## src/rtl/bfdh_pkg.sv

```systemverilog
// shared types, constants and the modulo step function for the bloom filter core
// no dependencies
package bfdh_pkg;

  localparam int FILTER_BITS = 2097152;
  localparam int MAX_PROBES  = 32;

  localparam int HASH_W = 32;
  localparam int ADDR_W = $clog2(FILTER_BITS);
  localparam int SIZE_W = ADDR_W + 1;

  localparam int CFG_COUNT_W = 6;
  localparam int CFG_SIZE_W  = 22;
  localparam int CFG_DATA_W  = 22;
  localparam int CFG_INDEX_W = 2;

  localparam logic [CFG_INDEX_W-1:0] REG_PROBE_COUNT = CFG_INDEX_W'(0);
  localparam logic [CFG_INDEX_W-1:0] REG_FILTER_SIZE = CFG_INDEX_W'(1);

  localparam logic [CFG_COUNT_W-1:0] PROBE_RESET = CFG_COUNT_W'(11);
  localparam logic [CFG_SIZE_W-1:0]  SIZE_RESET  = CFG_SIZE_W'(2097152);

  localparam int PROBE_W = $clog2(MAX_PROBES + 1);
  localparam logic [PROBE_W-1:0] TWO_HASH_PROBES = PROBE_W'(2);

  localparam int STEP_BITS  = 4;
  localparam int MOD_STAGES = HASH_W / STEP_BITS;

  localparam int ROW_BITS = 32;
  localparam int SEL_W    = $clog2(ROW_BITS);
  localparam int ROW_W    = ADDR_W - SEL_W;
  localparam int ROWS     = 1 << ROW_W;
  localparam logic [ROW_W-1:0] CLR_LAST = ROW_W'(ROWS - 1);

  localparam int FIFO_DEPTH = 4;
  localparam int PTR_W      = $clog2(FIFO_DEPTH);

  typedef enum logic {
    OP_INSERT = 1'b0,
    OP_CHECK  = 1'b1
  } op_t;

  typedef enum logic {
    FRONT_IDLE,
    FRONT_GEN
  } front_state_t;

  typedef struct packed {
    op_t  op;
    logic last;
  } probe_tag_t;

  typedef struct packed {
    logic [ADDR_W-1:0] idx;
    probe_tag_t        tag;
  } probe_t;

  // restoring remainder over STEP_BITS dividend bits
  function automatic logic [ADDR_W-1:0] mod_step(
    input logic [ADDR_W-1:0]    rem,
    input logic [STEP_BITS-1:0] bits,
    input logic [SIZE_W-1:0]    div
  );
    logic [SIZE_W-1:0] r;
    r = {1'b0, rem};
    for (int i = STEP_BITS - 1; i >= 0; i--) begin
      r = {r[ADDR_W-1:0], bits[i]};
      if (r >= div) begin
        r = r - div;
      end
    end
    return r[ADDR_W-1:0];
  endfunction

endpackage

```

## src/rtl/bfdh_fifo.sv

```systemverilog
// short probe queue between front and back
// depends on bfdh_pkg
module bfdh_fifo import bfdh_pkg::*; (
  input  logic   clk,
  input  logic   rst,
  input  logic   push,
  input  probe_t push_data,
  output logic   full,
  input  logic   pop,
  output probe_t pop_data,
  output logic   not_empty
);

  probe_t           entries [FIFO_DEPTH];
  logic [PTR_W-1:0] wr_ptr;
  logic [PTR_W-1:0] rd_ptr;
  logic [PTR_W:0]   count;

  assign full      = (count == (PTR_W+1)'(FIFO_DEPTH));
  assign not_empty = (count != '0);
  assign pop_data  = entries[rd_ptr];

  always_ff @(posedge clk) begin
    if (push) begin
      entries[wr_ptr] <= push_data;
    end
  end

  always_ff @(posedge clk) begin
    if (rst) begin
      wr_ptr <= '0;
      rd_ptr <= '0;
      count  <= '0;
    end else begin
      if (push) begin
        wr_ptr <= wr_ptr + PTR_W'(1);
      end
      if (pop) begin
        rd_ptr <= rd_ptr + PTR_W'(1);
      end
      case ({push, pop})
        2'b10:   count <= count + (PTR_W+1)'(1);
        2'b01:   count <= count - (PTR_W+1)'(1);
        default: count <= count;
      endcase
    end
  end

endmodule

```

## config.mk

```make
export PLATFORM = sky130hd
export DESIGN_NAME = bfdh_fifo
export DESIGN_NICKNAME = d
export VERILOG_FILES = /design/src/rtl/bfdh_pkg.sv /design/src/rtl/bfdh_fifo.sv
export SDC_FILE = /design/constraint.sdc
export NUM_CORES = 1
export LEC_CHECK = 0
export BUFFER_PORTS_ARGS = -buffer_cell sky130_fd_sc_hd__buf_2
export CAP_MARGIN = 15
export CELL_PAD_IN_SITES_DETAIL_PLACEMENT = 1
export CELL_PAD_IN_SITES_GLOBAL_PLACEMENT = 2
export CORE_MARGIN = 2
export CORE_UTILIZATION = 34
export DETAILED_ROUTE_END_ITERATION = 16
export PLACE_DENSITY_LB_ADDON = 0.1
export SLEW_MARGIN = 5
export SYNTH_ARGS = -nofsm -noshare
export SYNTH_HDL_FRONTEND = slang
export SYNTH_SLANG_ARGS = --single-unit
```

## constraint.sdc

```tcl
create_clock -name clk -period 2 [get_ports clk]
set_clock_uncertainty 0.15 [all_clocks]
set_input_delay 0 -clock clk [delete_from_list [all_inputs] [get_ports clk]]
set_output_delay 0 -clock clk [all_outputs]
set_load 0.05 [all_outputs]
```

# [Word level (Yosys, flattened, before mapping)]
# Memories as Yosys holds them, arrays and structs flattened. A register that Yosys moved wholly into a read port is not among the register bits.
# Cells that the tools add are included.
# Widths: inputs -> output; s select.
[word_totals] reg_bits=7 mem_bits_rw=92 inputBits=27 output_inout_bits=25 elab_cells=18 memories=1
[op_classes] add_sub_neg=4 n_eq_ne=3 muxes=5 n_reduce_logical=2
[memory_table] memory="entries" words=4 width=23 rd=1 rd_ports_with_merged_regs=1 wr=1 line="bfdh_fifo.sv:14" text="probe_t entries [FIFO_DEPTH];"
[op_table] operator="$pmux 3 s2" n=1
[op_table] operator="$add 2x1->2 const B" n=2
[op_table] operator="$mux 2" n=2
[op_table] operator="$add 3x1->3 const B" n=1
[op_table] operator="$eq 3x3->1 const B" n=1
[op_table] operator="$reduce_bool 3->1" n=1
[op_table] operator="$sub 3x1->3 const B" n=1
[op_table] operator="$eq 2x1->1 const B" n=1
[op_table] operator="$eq 2x2->1 const B" n=1
[op_table] operator="$mux 1" n=2
[op_table] operator="$reduce_bool 2->1" n=1

# [Depth between registers and ports, before layout]
# Gate-level depths: netlist of run 1.
[logic_depth] depth_word=3 mapped_depth=6 ltp_nobuf=6

# [Least setup slack after synthesis of run 1]
# Ideal clock, no wire load.
[synth_timing] kind="register to register" from="reg wr_ptr[0]" to="mem entries[2][0] in the netlist's numbering, enable pin" setup_ps=382 t_arrival_ps=1130 required_time_ps=1468 slack_ps=338 stages_incl_launch_ff=4 n_path_buf=0 period_less_slack_ps=1662 path_cell_list="dfxtp_1 > inv_1 > ha_1 > and2_1"
[synth_lines] item="start: declaration" line="bfdh_fifo.sv:15" text="logic [PTR_W-1:0] wr_ptr;"
[synth_lines] item="start signal: assignment" line="bfdh_fifo.sv:36" text="wr_ptr <= wr_ptr + PTR_W'(1);"
[synth_lines] item="end: declaration" line="bfdh_fifo.sv:14"
# Straight into the memory's write port.

==> flow_metrics.env, run 1 <==
export IMPL_max_freq_mhz=530.0
export IMPL_yosys_cell_types_count=21
export IMPL_port_buffers=51
export IMPL_coreArea_mm2=0.01084
export IMPL_overflow=0
export IMPL_clock_latency_ns=0.34
export IMPL_synth_area_leader_cell="edfxtp_1"
export IMPL_fin_crit_ns=1.887
export IMPL_max_slew_worst_pin_slew_ns=0.2921
export IMPL_grtUsageTotal_pct=13.20
export IMPL_die_x_um=109.4
export IMPL_synth_top_area_share_pct=73.09
export IMPL_final_layout_size_suffix_gt1_share_pct=38.02
export IMPL_power_leakage_nw=1.653
export IMPL_clkSinkCount=101
export IMPL_fin_tns_setup_ns=0
export IMPL_fin_crit_sh_pct=94.35
export IMPL_worstPathRequired_ns=1.85
export IMPL_cp_max_fo=15
export IMPL_yosysWarnings=0
export IMPL_diodes=0
export IMPL_grt_pass1_vias=2109
export IMPL_yosysMostFrequentCell="edfxtp_1"
export IMPL_row_count=38
export IMPL_postCtsSetupBuffers=0
export IMPL_final_nets=291
export IMPL_syn_area_per_cell_um2=23.19
export IMPL_final_core_util_pct=43.33
export IMPL_yosys_top_cells_count="92 x edfxtp_1, 20 x mux4_2, 9 x dfxtp_1, 7 x nor2_1, 5 x ha_1"
export IMPL_fillers=1057
export IMPL_die_area_mm2=0.01198
export IMPL_wire_per_inst_um=17.81
export IMPL_finalMaxSlewViolations=0
export IMPL_synth_seq_cells=101
export IMPL_area_growth_pct=24.26
export IMPL_yosysSeqAreaShare_pct=77.86
export IMPL_clockBufferDepth=2
export IMPL_tritoncts="yes"
export IMPL_numCtsBuffers=9
export IMPL_grt_pass1_wl_mm=11.45
export IMPL_routed_wl_mm=7.177
export IMPL_cellPowerDensity_mw_per_mm2=940.9
export IMPL_die_h_um=109.4
export IMPL_synth_edf_count=92
export IMPL_synthesis_area_mm2=0.003780
export IMPL_slew_headroom_pct=80.53
export IMPL_grt_max_degree=19
export IMPL_reg2reg_slack_ns=0.37
export IMPL_ir_worst_vdd_uv=324.9
export IMPL_io_pins=52
export IMPL_synthesis_nets=196
export IMPL_synth_top_flop_cell="edfxtp_1"
export IMPL_hold_path_class="input pin to register"
export IMPL_endpoint_kind="output pin"
export IMPL_rsz0062_at_grt="false"
export IMPL_clkTransAtPathRegs_ns=0.11
export IMPL_status="complete, no violations"
export IMPL_setup_violations=0
export IMPL_cts_root_buf="clkbuf_8"
export IMPL_setup_worst_path_class="register to output pin"
export IMPL_drv_cap=0
export IMPL_start_kind="register"
export IMPL_synth_area_leaders="edfxtp_1 73%, mux4_2 12%, dfxtp_1 4.8%"
export IMPL_gp_congestion=0.6632
export IMPL_h_tree_depth=3
export IMPL_ant_nets=0
export IMPL_drt_drc_violations_left=0
export IMPL_drt_iter0_drc=64
export IMPL_hpwl_mm=4.911
export IMPL_num_vias=1860
export IMPL_synthArstFlopShare_pct=0
export IMPL_firstDrtPassIters=3
export IMPL_antenna_found_initial=0
export IMPL_hold_violations=0
export IMPL_start_util_pct=34.87
export IMPL_arrival_ns=1.74
export IMPL_vias_per_cell=4.615
export IMPL_netlist_instances=163
-- worst max-delay path, cell delays in order (launching register included) --
cell and delay (ns):
dfxtp_2 0.36, buf_12 0.18, mux4_1 0.61, buf_2 0.24
-- layout make-up --
type	instances	area, um2	share of cell area [%]
clock buffer	9	123.9	2.637
clock inverter	7	53.80	1.145
inverter	3	11.26	0.2397
multi-input combinational	53	760.7	16.20
sequential	101	2944	62.68
tap	140	175.2	3.729
timing repair buffer	90	628.1	13.37
-- registers in the layout, indices dropped and copies added, names as in the netlist, named ones only --
register  cells
count         3
wr_ptr        2
entries      92
rd_ptr        2
-- kinds of logic after synthesis --
logic type	count (synthesis)	share of synthesized area, %
flops	101	77.85
mux	25	14.53
simple gates	15	1.986
buf+inv	9	2.019
fa+ha+maj	6	2.185
xor+xnor	5	1.159
compound gates	2	0.2646
-- stage by stage --
step	instances	instance area [um2]	setup WS, ns	total power, W	hold slack (ns)
floorplan	163	3780	0.3381	0.003044	-0.05113
global placement	360	4249	0.3992	0.003217	0.06159
detailed placement	360	4249	0.3143	0.003252	0.07257
CTS	403	4697	0.06777	0.004495	0.2245
global route	403	4697	0.03251	0.004602	0.2339
finish	403	4697	0.1131	0.004419	0.2410
-- final timing paths --
check	start	endpoint	cells past startpoint
worst max-delay path	register	pop_data[16]	3
worst min-delay path	push_data[20]	entries[0][20]$_DFFE_PP_	2
worst max register to register	count[0]$_SDFFE_PP0P_	count[2]$_SDFFE_PP0P_	4
worst min register to register	count[2]$_SDFFE_PP0P_	count[2]$_SDFFE_PP0P_	2
-- placed cells by master, fill, tap and decap left out, drive strengths merged, types with 2 or more instances in the layout --
master | synthesis | routed
nor2 | 7 | 7
edfxtp | 92 | 92
and2 | 4 | 4
xnor2 | 3 | 3
xor2 | 2 | 2
mux2i | 2 | 2
clkinv | 0 | 2
clkbuf | 1 | 9
or3 | 2 | 2
buf | 5 | 63
dlygate4sd3 | 0 | 27
ha | 5 | 5
dfxtp | 9 | 9
inv | 3 | 8
mux4 | 23 | 23
-- timing repair --
| action | CTS | global route |
|---|---|---|
| endpoints found under the hold margin | 101 | 0 |
| resized for setup | 0 | 0 |
| hold buffers | 27 | 0 |
-- layer usage --
| metal | up-vias | track usage [%] | part of all wire [%] |
|---|---|---|---|
| met1 | 975 | 16.13 | 43 |
| met2 | 32 | 23.02 | 53 |
| met3 | 4 | 3.497 | 3.1 |
| li1 | 849 | - | - |
| met5 | - | 0 | 0 |
| met4 | 0 | 3.797 | 0.81 |
-- power by group --
part / switching [W] / internal, W / leakage (nW)
sequential: 0.0000398 / 0.00241 / 0.920
clock: 0.000722 / 0.000472 / 0.0952
combinational: 0.000502 / 0.000270 / 0.638
Note: power is estimated with default switching activity, not from simulation.
==> inputs of run 2 (changes only) <==
clock period = 1.7 ns   (was 2 ns; I/O delays follow)
==> flow_metrics.env, run 2 (synthesis gave the netlist of run 1 again) <==
export IMPL_status="finished with violations"
export IMPL_violations="setup timing"
export IMPL_start_util_pct=34.87
export IMPL_finalMaxSlewViolations=0
export IMPL_grt_pass1_wl_mm=11.21
export IMPL_hold_violations=0
export IMPL_wl_met3_um=206
export IMPL_ir_worst_vdd_uv=462.5
export IMPL_vias_per_cell=4.618
export IMPL_num_vias=1852
export IMPL_die_h_um=109.4
export IMPL_grt_max_degree=24
export IMPL_routed_wl_mm=7.017
export IMPL_start_kind="register"
export IMPL_ant_nets=0
export IMPL_final_layout_size_suffix_gt1_share_pct=38.31
export IMPL_drt_met1_wl_mm=2.890
export IMPL_drt_drc_violations_left=0
export IMPL_port_buffers=51
export IMPL_slew_headroom_pct=83.64
export IMPL_hpwl_mm=4.473
export IMPL_firstDrtPassIters=4
export IMPL_finalWorstSetupSlack_ns=-0.05793
export IMPL_mostFrequentLayoutCell="edfxtp_1"
export IMPL_fin_crit_sh_pct=103.4
export IMPL_power_leakage_nw=1.694
export IMPL_grt_pass1_vias=2141
export IMPL_fin_tns_setup_ns=-0.6248
export IMPL_diodes=0
export IMPL_top_regs="entries (92), count (3)"
export IMPL_drt_iter0_drc=65
export IMPL_grtUsageTotal_pct=13.01
export IMPL_wire_per_inst_um=17.50
export IMPL_clkTransAtPathRegs_ns=0.09
export IMPL_cp_max_fo=9
export IMPL_antenna_found_initial=0
export IMPL_setup_worst_path_class="register to output pin"
export IMPL_clockBufferDepth=2
export IMPL_max_slew_worst_pin_slew_ns=0.2471
export IMPL_die_area_mm2=0.01198
export IMPL_fin_area_mm2=0.004897
export IMPL_dp_slack_ns=0.05606
export IMPL_gp_congestion=0.6288
export IMPL_final_cell_mix="92 x edfxtp_1, 28 x buf_2, 26 x dlygate4sd3_1, 23 x mux4_2, 23 x buf_6"
export IMPL_clock_latency_ns=0.34
export IMPL_largest_reg_flops=92
export IMPL_cts_root_buf="clkbuf_8"
export IMPL_clkSinkCount=101
export IMPL_hold_path_class="input pin to register"
export IMPL_highest_layer="met4"
export IMPL_cellPowerDensity_mw_per_mm2=1103
export IMPL_tritoncts="yes"
export IMPL_final_nets=289
export IMPL_io_pins=52
export IMPL_die_x_um=109.4
export IMPL_coreArea_mm2=0.01084
export IMPL_drv_cap=0
export IMPL_overflow=0
export IMPL_area_growth_pct=29.56
export IMPL_numCtsBuffers=9
export IMPL_h_tree_depth=3
export IMPL_fin_crit_ns=1.758
export IMPL_max_freq_mhz=568.9
export IMPL_largest_register="entries"
export IMPL_endpoint_kind="output pin"
export IMPL_wl_met2_mm=3.854
export IMPL_arrival_ns=1.61
export IMPL_setup_violations=23
export IMPL_final_core_util_pct=45.18
export IMPL_placed_cell_area_mm2=0.004284
export IMPL_rsz0062_at_grt="true"
export IMPL_worstPathRequired_ns=1.55
export IMPL_row_count=38
## run 2: routing by layer
metal  vias to the layer above  GRT usage, %
met1                       971         15.45
met2                        33         23.10
met4                         0         5.154
li1                        842             -
met5                         -             0
met3                         6         2.667
## run 2: path summary, 6_finish.rpt
| path | startpoint | endpoint | slack [ns] | cells after the start |
|---|---|---|---|---|
| min reg2reg | count[2]$_SDFFE_PP0P_ | count[2]$_SDFFE_PP0P_ | 0.37 | 2 |
| max reg2reg | count[0]$_SDFFE_PP0P_ | count[2]$_SDFFE_PP0P_ | 0.08 | 4 |
| max | register | pop_data[13] | -0.06 | 3 |
| min | pop | count[1]$_SDFFE_PP0P_ | 0.03 | 4 |
## run 2: worst max-delay path: stages (launching register included)
cell and delay (ns):
dfxtp_4 0.39, buf_12 0.15, mux4_2 0.54, buf_6 0.18
## run 2: per-stage QoR
| step | instances | total power (W) | hold slack [ns] |
|---|---|---|---|
| 6_report | 401 | 0.005402 | 0.03197 |
| 5_1_grt | 401 | 0.005632 | 0.04070 |
| 4_1_cts | 402 | 0.005507 | 0.02446 |
| 3_5_place_dp | 358 | 0.003834 | 0.07113 |
| 3_3_place_gp | 358 | 0.003802 | 0.05985 |
| 2_1_floorplan | 163 | 0.003582 | -0.05113 |
## run 2: where the power goes
part | switching (W) | internal (W) | leakage (nW)
Combinational | 0.000613 | 0.000445 | 0.684
Sequential | 0.0000474 | 0.00284 | 0.920
Clock | 0.000779 | 0.000679 | 0.0903
## run 2: cell type report
cell class | instances | area, um2
inverters | 3 | 11.26
multi-input cells | 53 | 749.5
clock inverters | 6 | 62.56
fillers | 1027 | 5943
flip-flops and latches | 101 | 2947
clock buffers | 10 | 127.6
well taps | 140 | 175.2
repair buffers | 88 | 824.5
## run 2: repair_timing
action                                  CTS  global route
resized for setup                        49             4
cloned                                    1             0
buffers inserted                          1             0
hold endpoints to repair                101             0
hold buffers                             26             0
endpoints found under the setup margin   23            23
