**config.mk**
```make
export PLATFORM = sky130hd
export DESIGN_NAME = bfdh_front
export DESIGN_NICKNAME = d
export VERILOG_FILES = /design/src/rtl/bfdh_pkg.sv /design/src/rtl/bfdh_modpipe.sv /design/src/rtl/bfdh_front.sv
export SDC_FILE = /design/constraint.sdc
export NUM_CORES = 2
export LEC_CHECK = 0
export BUFFER_PORTS_ARGS = -buffer_cell sky130_fd_sc_hd__buf_2
export CORE_MARGIN = 3
export CORE_UTILIZATION = 70
export CTS_CLUSTER_DIAMETER = 30
export DETAILED_ROUTE_END_ITERATION = 12
export PLACE_DENSITY_LB_ADDON = 0.15
export RECOVER_POWER = 100
export SYNTH_ARGS = -nofsm -noshare
export SYNTH_HDL_FRONTEND = slang
export SYNTH_SLANG_ARGS = --single-unit
```
**constraint.sdc**
```tcl
create_clock -name clk -period 38.1 [get_ports clk]
set_clock_uncertainty 0.05 [all_clocks]
set_input_delay 1.905 -clock clk [delete_from_list [all_inputs] [get_ports clk]]
set_output_delay 1.905 -clock clk [all_outputs]
set_load 0.05 [all_outputs]
```
**src/rtl/bfdh_pkg.sv**
```systemverilog
// shared types, constants and the modulo step function for the bloom filter core
// no dependencies
package bfdh_pkg;

  localparam int FILTER_BITS = 2097152;
  localparam int MAX_PROBES  = 32;

  localparam int HASH_W = 32;
  localparam int ADDR_W = $clog2(FILTER_BITS);
  localparam int SIZE_W = ADDR_W + 1;

  localparam int CFG_COUNT_W = 6;
  localparam int CFG_SIZE_W  = 22;
  localparam int CFG_DATA_W  = 22;
  localparam int CFG_INDEX_W = 2;

  localparam logic [CFG_INDEX_W-1:0] REG_PROBE_COUNT = CFG_INDEX_W'(0);
  localparam logic [CFG_INDEX_W-1:0] REG_FILTER_SIZE = CFG_INDEX_W'(1);

  localparam logic [CFG_COUNT_W-1:0] PROBE_RESET = CFG_COUNT_W'(11);
  localparam logic [CFG_SIZE_W-1:0]  SIZE_RESET  = CFG_SIZE_W'(2097152);

  localparam int PROBE_W = $clog2(MAX_PROBES + 1);
  localparam logic [PROBE_W-1:0] TWO_HASH_PROBES = PROBE_W'(2);

  localparam int STEP_BITS  = 4;
  localparam int MOD_STAGES = HASH_W / STEP_BITS;

  localparam int ROW_BITS = 32;
  localparam int SEL_W    = $clog2(ROW_BITS);
  localparam int ROW_W    = ADDR_W - SEL_W;
  localparam int ROWS     = 1 << ROW_W;
  localparam logic [ROW_W-1:0] CLR_LAST = ROW_W'(ROWS - 1);

  localparam int FIFO_DEPTH = 4;
  localparam int PTR_W      = $clog2(FIFO_DEPTH);

  typedef enum logic {
    OP_INSERT = 1'b0,
    OP_CHECK  = 1'b1
  } op_t;

  typedef enum logic {
    FRONT_IDLE,
    FRONT_GEN
  } front_state_t;

  typedef struct packed {
    op_t  op;
    logic last;
  } probe_tag_t;

  typedef struct packed {
    logic [ADDR_W-1:0] idx;
    probe_tag_t        tag;
  } probe_t;

  // restoring remainder over STEP_BITS dividend bits
  function automatic logic [ADDR_W-1:0] mod_step(
    input logic [ADDR_W-1:0]    rem,
    input logic [STEP_BITS-1:0] bits,
    input logic [SIZE_W-1:0]    div
  );
    logic [SIZE_W-1:0] r;
    r = {1'b0, rem};
    for (int i = STEP_BITS - 1; i >= 0; i--) begin
      r = {r[ADDR_W-1:0], bits[i]};
      if (r >= div) begin
        r = r - div;
      end
    end
    return r[ADDR_W-1:0];
  endfunction

endpackage

```
**src/rtl/bfdh_modpipe.sv**
```systemverilog
// pipelined 32-bit modulo unit, STEP_BITS dividend bits per stage
// depends on bfdh_pkg
module bfdh_modpipe import bfdh_pkg::*; (
  input  logic              clk,
  input  logic              rst,
  input  logic              advance,
  input  logic              in_valid,
  input  probe_tag_t        in_tag,
  input  logic [HASH_W-1:0] dividend,
  input  logic [SIZE_W-1:0] divisor,
  output logic              out_valid,
  output probe_t            out_probe
);

  logic              stage_valid [MOD_STAGES];
  logic [ADDR_W-1:0] stage_rem   [MOD_STAGES];
  logic [HASH_W-1:0] stage_bits  [MOD_STAGES];
  probe_tag_t        stage_tag   [MOD_STAGES];

  always_ff @(posedge clk) begin
    if (rst) begin
      for (int s = 0; s < MOD_STAGES; s++) begin
        stage_valid[s] <= 1'b0;
      end
    end else if (advance) begin
      stage_valid[0] <= in_valid;
      for (int s = 1; s < MOD_STAGES; s++) begin
        stage_valid[s] <= stage_valid[s-1];
      end
    end
  end

  always_ff @(posedge clk) begin
    if (advance) begin
      stage_rem[0]  <= mod_step('0, dividend[HASH_W-1 -: STEP_BITS], divisor);
      stage_bits[0] <= dividend << STEP_BITS;
      stage_tag[0]  <= in_tag;
      for (int s = 1; s < MOD_STAGES; s++) begin
        stage_rem[s]  <= mod_step(stage_rem[s-1], stage_bits[s-1][HASH_W-1 -: STEP_BITS],
                                  divisor);
        stage_bits[s] <= stage_bits[s-1] << STEP_BITS;
        stage_tag[s]  <= stage_tag[s-1];
      end
    end
  end

  assign out_valid     = stage_valid[MOD_STAGES-1];
  assign out_probe.idx = stage_rem[MOD_STAGES-1];
  assign out_probe.tag = stage_tag[MOD_STAGES-1];

endmodule

```
**src/rtl/bfdh_front.sv**
```systemverilog
// front end: config registers, item intake and probe position generation
// depends on bfdh_pkg and bfdh_modpipe
module bfdh_front import bfdh_pkg::*; (
  input  logic                   clk,
  input  logic                   rst,
  input  logic                   cfg_write,
  input  logic [CFG_INDEX_W-1:0] cfg_index,
  input  logic [CFG_DATA_W-1:0]  cfg_data,
  input  logic                   in_valid,
  output logic                   in_stall,
  input  logic                   op,
  input  logic [HASH_W-1:0]      first_hash,
  input  logic [HASH_W-1:0]      second_hash,
  input  logic                   clearing,
  input  logic                   fifo_full,
  output logic                   push,
  output probe_t                 push_probe
);

  logic [CFG_COUNT_W-1:0] probe_count;
  logic [CFG_SIZE_W-1:0]  filter_size;

  front_state_t state;
  front_state_t state_next;

  op_t               op_q;
  logic [HASH_W-1:0] pos;
  logic [HASH_W-1:0] dlt;
  logic [HASH_W-1:0] h2_q;
  logic [PROBE_W-1:0] nprobe;
  logic [PROBE_W-1:0] j;
  logic              two_hash;
  logic [SIZE_W-1:0] size_q;

  logic [PROBE_W-1:0] eff_count;
  logic [SIZE_W-1:0]  eff_size;
  logic               take;
  logic               issue;
  logic               last_probe;
  logic               advance;
  logic               pipe_valid;
  probe_tag_t         issue_tag;

  always_ff @(posedge clk) begin
    if (rst) begin
      probe_count <= PROBE_RESET;
      filter_size <= SIZE_RESET;
    end else if (cfg_write) begin
      case (cfg_index)
        REG_PROBE_COUNT: probe_count <= cfg_data[CFG_COUNT_W-1:0];
        REG_FILTER_SIZE: filter_size <= cfg_data[CFG_SIZE_W-1:0];
        default: ;
      endcase
    end
  end

  always_comb begin
    if (int'(probe_count) > MAX_PROBES) begin
      eff_count = PROBE_W'(MAX_PROBES);
    end else begin
      eff_count = PROBE_W'(probe_count);
    end
    if (filter_size == '0) begin
      eff_size = SIZE_W'(1);
    end else if (int'(filter_size) > FILTER_BITS) begin
      eff_size = SIZE_W'(FILTER_BITS);
    end else begin
      eff_size = SIZE_W'(filter_size);
    end
  end

  assign last_probe = (j == nprobe - PROBE_W'(1));

  always_ff @(posedge clk) begin
    if (rst) begin
      state <= FRONT_IDLE;
    end else begin
      state <= state_next;
    end
  end

  always_comb begin
    state_next = state;
    in_stall   = 1'b1;
    take       = 1'b0;
    issue      = 1'b0;
    case (state)
      FRONT_IDLE: begin
        in_stall = clearing;
        take     = in_valid && !clearing;
        if (take) begin
          state_next = FRONT_GEN;
        end
      end
      FRONT_GEN: begin
        issue = advance;
        if (issue && last_probe) begin
          state_next = FRONT_IDLE;
        end
      end
      default: state_next = FRONT_IDLE;
    endcase
  end

  always_ff @(posedge clk) begin
    if (take) begin
      op_q     <= op_t'(op);
      pos      <= first_hash;
      dlt      <= second_hash + HASH_W'(1);
      h2_q     <= second_hash;
      two_hash <= (eff_count == '0);
      nprobe   <= (eff_count == '0) ? TWO_HASH_PROBES : eff_count;
      j        <= '0;
      size_q   <= eff_size;
    end else if (issue) begin
      pos <= two_hash ? h2_q : pos + dlt;
      dlt <= dlt + HASH_W'(2);
      j   <= j + PROBE_W'(1);
    end
  end

  assign issue_tag.op   = op_q;
  assign issue_tag.last = last_probe;

  assign advance = !pipe_valid || !fifo_full;
  assign push    = pipe_valid && !fifo_full;

  bfdh_modpipe u_modpipe (
    .clk       (clk),
    .rst       (rst),
    .advance   (advance),
    .in_valid  (issue),
    .in_tag    (issue_tag),
    .dividend  (pos),
    .divisor   (size_q),
    .out_valid (pipe_valid),
    .out_probe (push_probe)
  );

endmodule

```
Word-level counts from Yosys, hierarchy flattened --
Memories as Yosys holds them, arrays and structs flattened. Cells that the tools add are included.
Word-level totals: register bits 161, bits in latches 0, memory bits (writable) 416, ROM bits 0, input port bits 95, output and inout bits 25, memories kept 4
Operators by class: add/sub/neg operators 37, $mul 0, divide/modulo/power cells 0, $lt $le $gt $ge 34, equal/unequal tests 2, shifts and indexed selects 0, multiplexer cells 91, bitwise gates (word level) 9, reductions and logical operators 14
Memory list:
- u_modpipe.stage_bits | words 8, bits a word 28, rd ports 7, clocked after Yosys merged registers in 0, wr ports 8, RTL line bfdh_modpipe.sv:17 | logic [HASH_W-1:0] stage_bits [MOD_STAGES];
- u_modpipe.stage_rem | words 8, bits a word 21, rd ports 8, clocked after Yosys merged registers in 0, wr ports 8, RTL line bfdh_modpipe.sv:16 | logic [ADDR_W-1:0] stage_rem [MOD_STAGES];
- u_modpipe.stage_tag | words 8, bits a word 2, rd ports 8, clocked after Yosys merged registers in 0, wr ports 8, RTL line bfdh_modpipe.sv:18 | probe_tag_t stage_tag [MOD_STAGES];
- u_modpipe.stage_valid | words 8, bits a word 1, rd ports 8, clocked after Yosys merged registers in 0, wr ports 8, RTL line bfdh_modpipe.sv:15 | logic stage_valid [MOD_STAGES];
Operator list (number):
- $mux 21 | 64
- $ge 22x22->1 | 31
- $sub 21x21->21 | 31
- $mux 32 | 5
- $add 32x1->32 const B | 1
- $add 32x2->32 const B | 1
- $add 32x32->32 | 1
- $ge 1x22->1 | 1
- $gt 22x22->1 const B | 1
- $logic_not 22->1 | 1
- $mux 22 | 1
- $sub 1x21->21 | 1
- $mux 1 | 19
- $or 1x1->1 | 8
- $add 6x1->6 const B | 1
- $eq 6x6->1 | 1
- $gt 6x6->1 const B | 1
- $logic_not 6->1 | 1
- $mux 6 | 1
- $sub 6x1->6 const B | 1
- $reduce_and 2->1 | 2
- $logic_and 1x1->1 | 3
- $logic_not 1->1 | 3
- $eq 2x1->1 const B | 1
- 6 further kinds | 6

Longest topological paths before layout --
An unclocked memory read counts as a cell.
depth after elaboration 13, gate-level depth with buffers 49, depth with buffers taken out 44

Modules after synthesis --
A second synthesis with hierarchy kept.
Unflattened totals: cells, all modules 6396, area total of the unflattened synthesis 56491.7 µm²
Modules (own cells, without submodules):
- bfdh_modpipe | times used 1, cells an instance 5461, area an instance 47284.1 µm², seq. area each 9128.8 µm²
- bfdh_front | times used 1, cells an instance 935, area an instance 9207.6 µm², seq. area each 4484.3 µm²

Worst setup path before layout --
OpenSTA, ideal clock, no wires.
path type reg2reg, start register size_q[1], end memory u_modpipe.stage_rem[1][46] (netlist bit) (data pin), data arrival time 12.231 ns, setup slack 25.560 ns, cell stages (with the launch flop) 42, period minus slack after synthesis 12.540 ns, cells stage by stage edfxtp_1 inv_1 fa_1 a21oi_1 o21ai_0 a2111oi_0 or2_2 a21oi_1 o211ai_2 buf_2 mux2_2 fa_1 nand2b_1 a211oi_1 o21ai_0 a31oi_1 o211a_1 o32ai_1 [6 not listed] or4b_2 nand3_1 a31oi_1 or2_2 clkbuf_1 clkbuf_1 mux2_2 ha_1 and3_1 a22oi_1 a21oi_1 and2_1 o31ai_1 o21ai_0 a21oi_1 o21ai_1 clkbuf_1 mux2_2
RTL lines:
- start: declaration | RTL line bfdh_front.sv:33 | logic [SIZE_W-1:0] size_q;
- start signal: assignment | RTL line bfdh_front.sv:114 | size_q <= eff_size;
- end: declaration | RTL line bfdh_modpipe.sv:16

==> key figures <==
Synth
  – Dominant cells by area after synthesis: sky130_fd_sc_hd__edfxtp_1 (23%), sky130_fd_sc_hd__ha_1 (16%), sky130_fd_sc_hd__mux2_2 (7.7%)
  – Sequential cell area fraction in the yosys report: 24.1%
  – Synth top area share: 22.9%
  – Fraction of registers with async set or reset after synthesis: 0%
  – Library cell occupying the most area in the post-synthesis netlist: sky130_fd_sc_hd__edfxtp_1
  – Post-synthesis instance total: 6444
  – Count of unique library cells instantiated by Yosys: 87
  – Primary FF master, synth: sky130_fd_sc_hd__edfxtp_1
  – Synth Warn #: 0
  – Total of flip-flops plus latches after synthesis: 465
  – Total nets after synthesis: 7290
  – Synth Cell Area: 56400 um2
  – Syn_area_per_cell: 8.75 um2
  – Number of enable flip-flop cells after synthesis: 430

Clock tree
  – Latest clock arrival within the worst-skew pair: 0.69 ns
  – H-tree Lvls: 3
  – CTS tree: yes
  – Clock slew at the register clock pins of the worst setup and hold paths: 0.05 ns
  – Root buffer selected by CTS: sky130_fd_sc_hd__clkbuf_16
  – Number of cells upsized or downsized after cts: 0
  – Post-CTS repair timing setup buffer count: 0
  – Number of hold buffers added after CTS: 0
  – Clk sink count: 465
  – Maximum buffer depth of the clock tree: 3
  – CTS buffer count: 98

STA
  – Period utilization: 46.9%
  – Relative max-transition margin: -157%
  – Setup TNS after final layout: 0 ns
  – Final period demand of the worst path: 17.89 ns
  – Max Transition Viols Final: 724
  – Final number of hold-violating endpoints: 0
  – Fmax achieved: 55.9 MHz
  – Setup repair after global routing missed its margin: no
  – Slew at the pin with the worst max-slew slack: 3.86 ns
  – Setup violation total in the final timing report: 0

Floorplan
  – Die X: 290 um
  – Top Ports: 120
  – Initial Utilization: 71.0%
  – Cell Rows: 103
  – Die Y: 290 um
  – Die area: 84000 um2
  – Core Footprint: 79400 um2

GRT
  – Total routing usage reported by global routing: 37.3%
  – Remaining Overflow, GRT: 0
  – Largest net degree at the start of global routing: 79
  – Vias in the first global route: 48500
  – Initial antenna violation count: 1
  – First-pass GRT wire length: 254 mm

Worst setup path
  – Data required time of the worst path: 38.42 ns
  – Data arrival time at the worst-slack endpoint: 18.21 ns
  – Maximum fanout along the worst path: 30
  – CP Capture Type: flip-flop
  – Worst setup path category: flip-flop to flip-flop
  – Number of buffers and inverters on the critical path: 6
  – Critical Path Source: size_q[1]$_SDFFCE_PP0P_
  – CP delay by family, top: compound AO/OA/AOI/OAI gates
  – Kind of launch point of the worst setup path: flip-flop
  – Max incr delay on CP: 1.77 ns
  – Crit Reg-Reg Startpoint: size_q[1]$_SDFFCE_PP0P_
  – Critical path's most frequent cell: sky130_fd_sc_hd__o21ai_0
  – Highest-delay cell along the critical path: sky130_fd_sc_hd__clkbuf_1

Run
  – # Max-Cap Violations: 16

Layout
  – Finished Layout Cells: 7714
  – Fill cell instance count of the final layout: 5771
  – ANT cells: 0
  – Fin nets: 7426
  – Fraction of the core area covered by cells at the end of the flow: 77.4%
  – Area growth, synth to finish: 9.04%
  – Leading cell type in the layout, fill and taps excluded: sky130_fd_sc_hd__ha_1
  – Register area: 13600 um2
  – Commonest cells after routing, fill and taps aside: sky130_fd_sc_hd__ha_1 (719), sky130_fd_sc_hd__a21oi_1 (555), sky130_fd_sc_hd__nor2_1 (549), sky130_fd_sc_hd__nand2_1 (455), sky130_fd_sc_hd__edfxtp_1 (430)
  – Area of combinational cells with multiple inputs: 41100 um2
  – Share of post-route cells with drive strength above 1: 11.0%

Detailed routing
  – 1st-pass router iterations: 7
  – Routed len/inst: 21.0 um
  – Number of vias in the routed layout: 51700
  – Number of violations reported at the end of detailed-routing iteration 0: 4417
  – Final Routed Wirelength: 162 mm
  – Number of nets with antenna violations after routing: 0
  – Detail-routed via count per cell: 6.70
  – DRC violation count after routing: 0

Place
  – Input/output buffers: 119
  – Final weighted congestion in routability-driven placement: 0.975
  – Cell count after placement: 7530
  – Final HPWL from detailed placement: 120 mm

Hold path
  – Worst min-delay path startpoint: u_modpipe.stage_bits[2][19]$_DFFE_PN_
  – Type of the tightest min-delay check: flip-flop to flip-flop

Run status
  – Result of the run: finished with violations
  – Violated checks: capacitance limit, slew limit
worst paths after layout:
kind / slack, ns / cells past startpoint / endpoint
hold reg to reg: 0.34 / 0 / u_modpipe.stage_bits[3][23]$_DFFE_PN_
setup / recovery: 20.21 / 40 / u_modpipe.stage_rem[1][65]$_DFFE_PN_
setup reg to reg: 20.21 / 40 / u_modpipe.stage_rem[1][65]$_DFFE_PN_
hold / removal: 0.34 / 0 / u_modpipe.stage_bits[3][23]$_DFFE_PN_
sequential cells by signal (all words and copies together) (netlist names):
| name | cells |
|---|---|
| nprobe | 6 |
| u_modpipe.stage_tag | 16 |
| two_hash | 1 |
| size_q | 22 |
| j | 6 |
| filter_size | 22 |
| probe_count | 6 |
| u_modpipe.stage_valid | 8 |
| state | 1 |
| u_modpipe.stage_bits | 112 |
| dlt | 32 |
| h2_q | 32 |
| pos | 32 |
| u_modpipe.stage_rem | 168 |
| op_q | 1 |
routing by layer:
layer | GRT usage, % | share of wire (%)
met5 | 0 | 0
met3 | 5.47 | 8.7
met4 | 16.6 | 4.8
met2 | 60.2 | 45
met1 | 49.9 | 42
metrics by stage:
stage	hold WS (ns)	setup slack, ns	instance area [um2]
after floorplan	0.350	25.56	56400
after global placement	0.351	25.48	58300
after detailed placement	0.355	25.11	58300
after CTS	0.322	24.91	61800
after global routing	0.344	18.96	61500
final	0.338	20.21	61500
cells in the mapped netlist, types with 18 or more instances:
| cell type | n |
|---|---|
| sky130_fd_sc_hd__inv_1 | 232 |
| sky130_fd_sc_hd__nand2_1 | 456 |
| sky130_fd_sc_hd__and3_1 | 64 |
| sky130_fd_sc_hd__o21bai_1 | 69 |
| sky130_fd_sc_hd__o211ai_1 | 28 |
| sky130_fd_sc_hd__or2_2 | 31 |
| sky130_fd_sc_hd__clkbuf_1 | 118 |
| sky130_fd_sc_hd__mux2i_1 | 66 |
| sky130_fd_sc_hd__or3_1 | 39 |
| sky130_fd_sc_hd__nand3b_1 | 18 |
| sky130_fd_sc_hd__a31oi_1 | 63 |
| sky130_fd_sc_hd__nand3_1 | 139 |
| sky130_fd_sc_hd__o21ai_0 | 420 |
| sky130_fd_sc_hd__a211o_1 | 27 |
| sky130_fd_sc_hd__mux2_2 | 387 |
| sky130_fd_sc_hd__xnor2_1 | 391 |
| sky130_fd_sc_hd__nand2b_1 | 92 |
| sky130_fd_sc_hd__o31ai_1 | 49 |
| sky130_fd_sc_hd__nor3_1 | 101 |
| sky130_fd_sc_hd__a21boi_0 | 26 |
| sky130_fd_sc_hd__a21oi_1 | 556 |
| sky130_fd_sc_hd__xor2_1 | 212 |
| sky130_fd_sc_hd__nor4_1 | 54 |
| sky130_fd_sc_hd__a211oi_1 | 70 |
| sky130_fd_sc_hd__nor2_1 | 549 |
| sky130_fd_sc_hd__fa_1 | 32 |
| sky130_fd_sc_hd__nor2b_1 | 108 |
| sky130_fd_sc_hd__a21o_1 | 222 |
| sky130_fd_sc_hd__edfxtp_1 | 430 |
| sky130_fd_sc_hd__buf_4 | 25 |
| sky130_fd_sc_hd__o21a_1 | 119 |
| sky130_fd_sc_hd__nand4_1 | 118 |
| sky130_fd_sc_hd__and4_1 | 20 |
| sky130_fd_sc_hd__ha_1 | 719 |
| sky130_fd_sc_hd__dfxtp_1 | 35 |
| sky130_fd_sc_hd__o31a_1 | 34 |
| sky130_fd_sc_hd__and2_1 | 44 |
| sky130_fd_sc_hd__a31o_2 | 18 |
kinds of logic (layout without fill, tap and decap cells):
family	Yosys count	count (layout)	share of synthesized area, %
multiplexers	453	453	8.90
flip-flops	465	465	24.1
AND/OR/NAND/NOR	1870	1870	16.0
AO/OA/AOI/OAI	1903	1903	21.6
adder cells (fa/ha/maj)	751	751	17.1
XOR/XNOR	603	603	9.37
buffers and inverters	399	619	2.87
layout make-up:
type,instances,area share [%]
Sequential cell,465,22.1
Clock inverter,77,1.64
Inverter,234,1.43
Tap cell,1050,2.14
Timing Repair Buffer,201,1.68
Multi-Input combinational cell,5580,66.9
Clock buffer,107,4.10
Power is left out: the tool's default activity adds up to more than one toggle a clock period on the data nets, which glitch-free logic cannot reach.
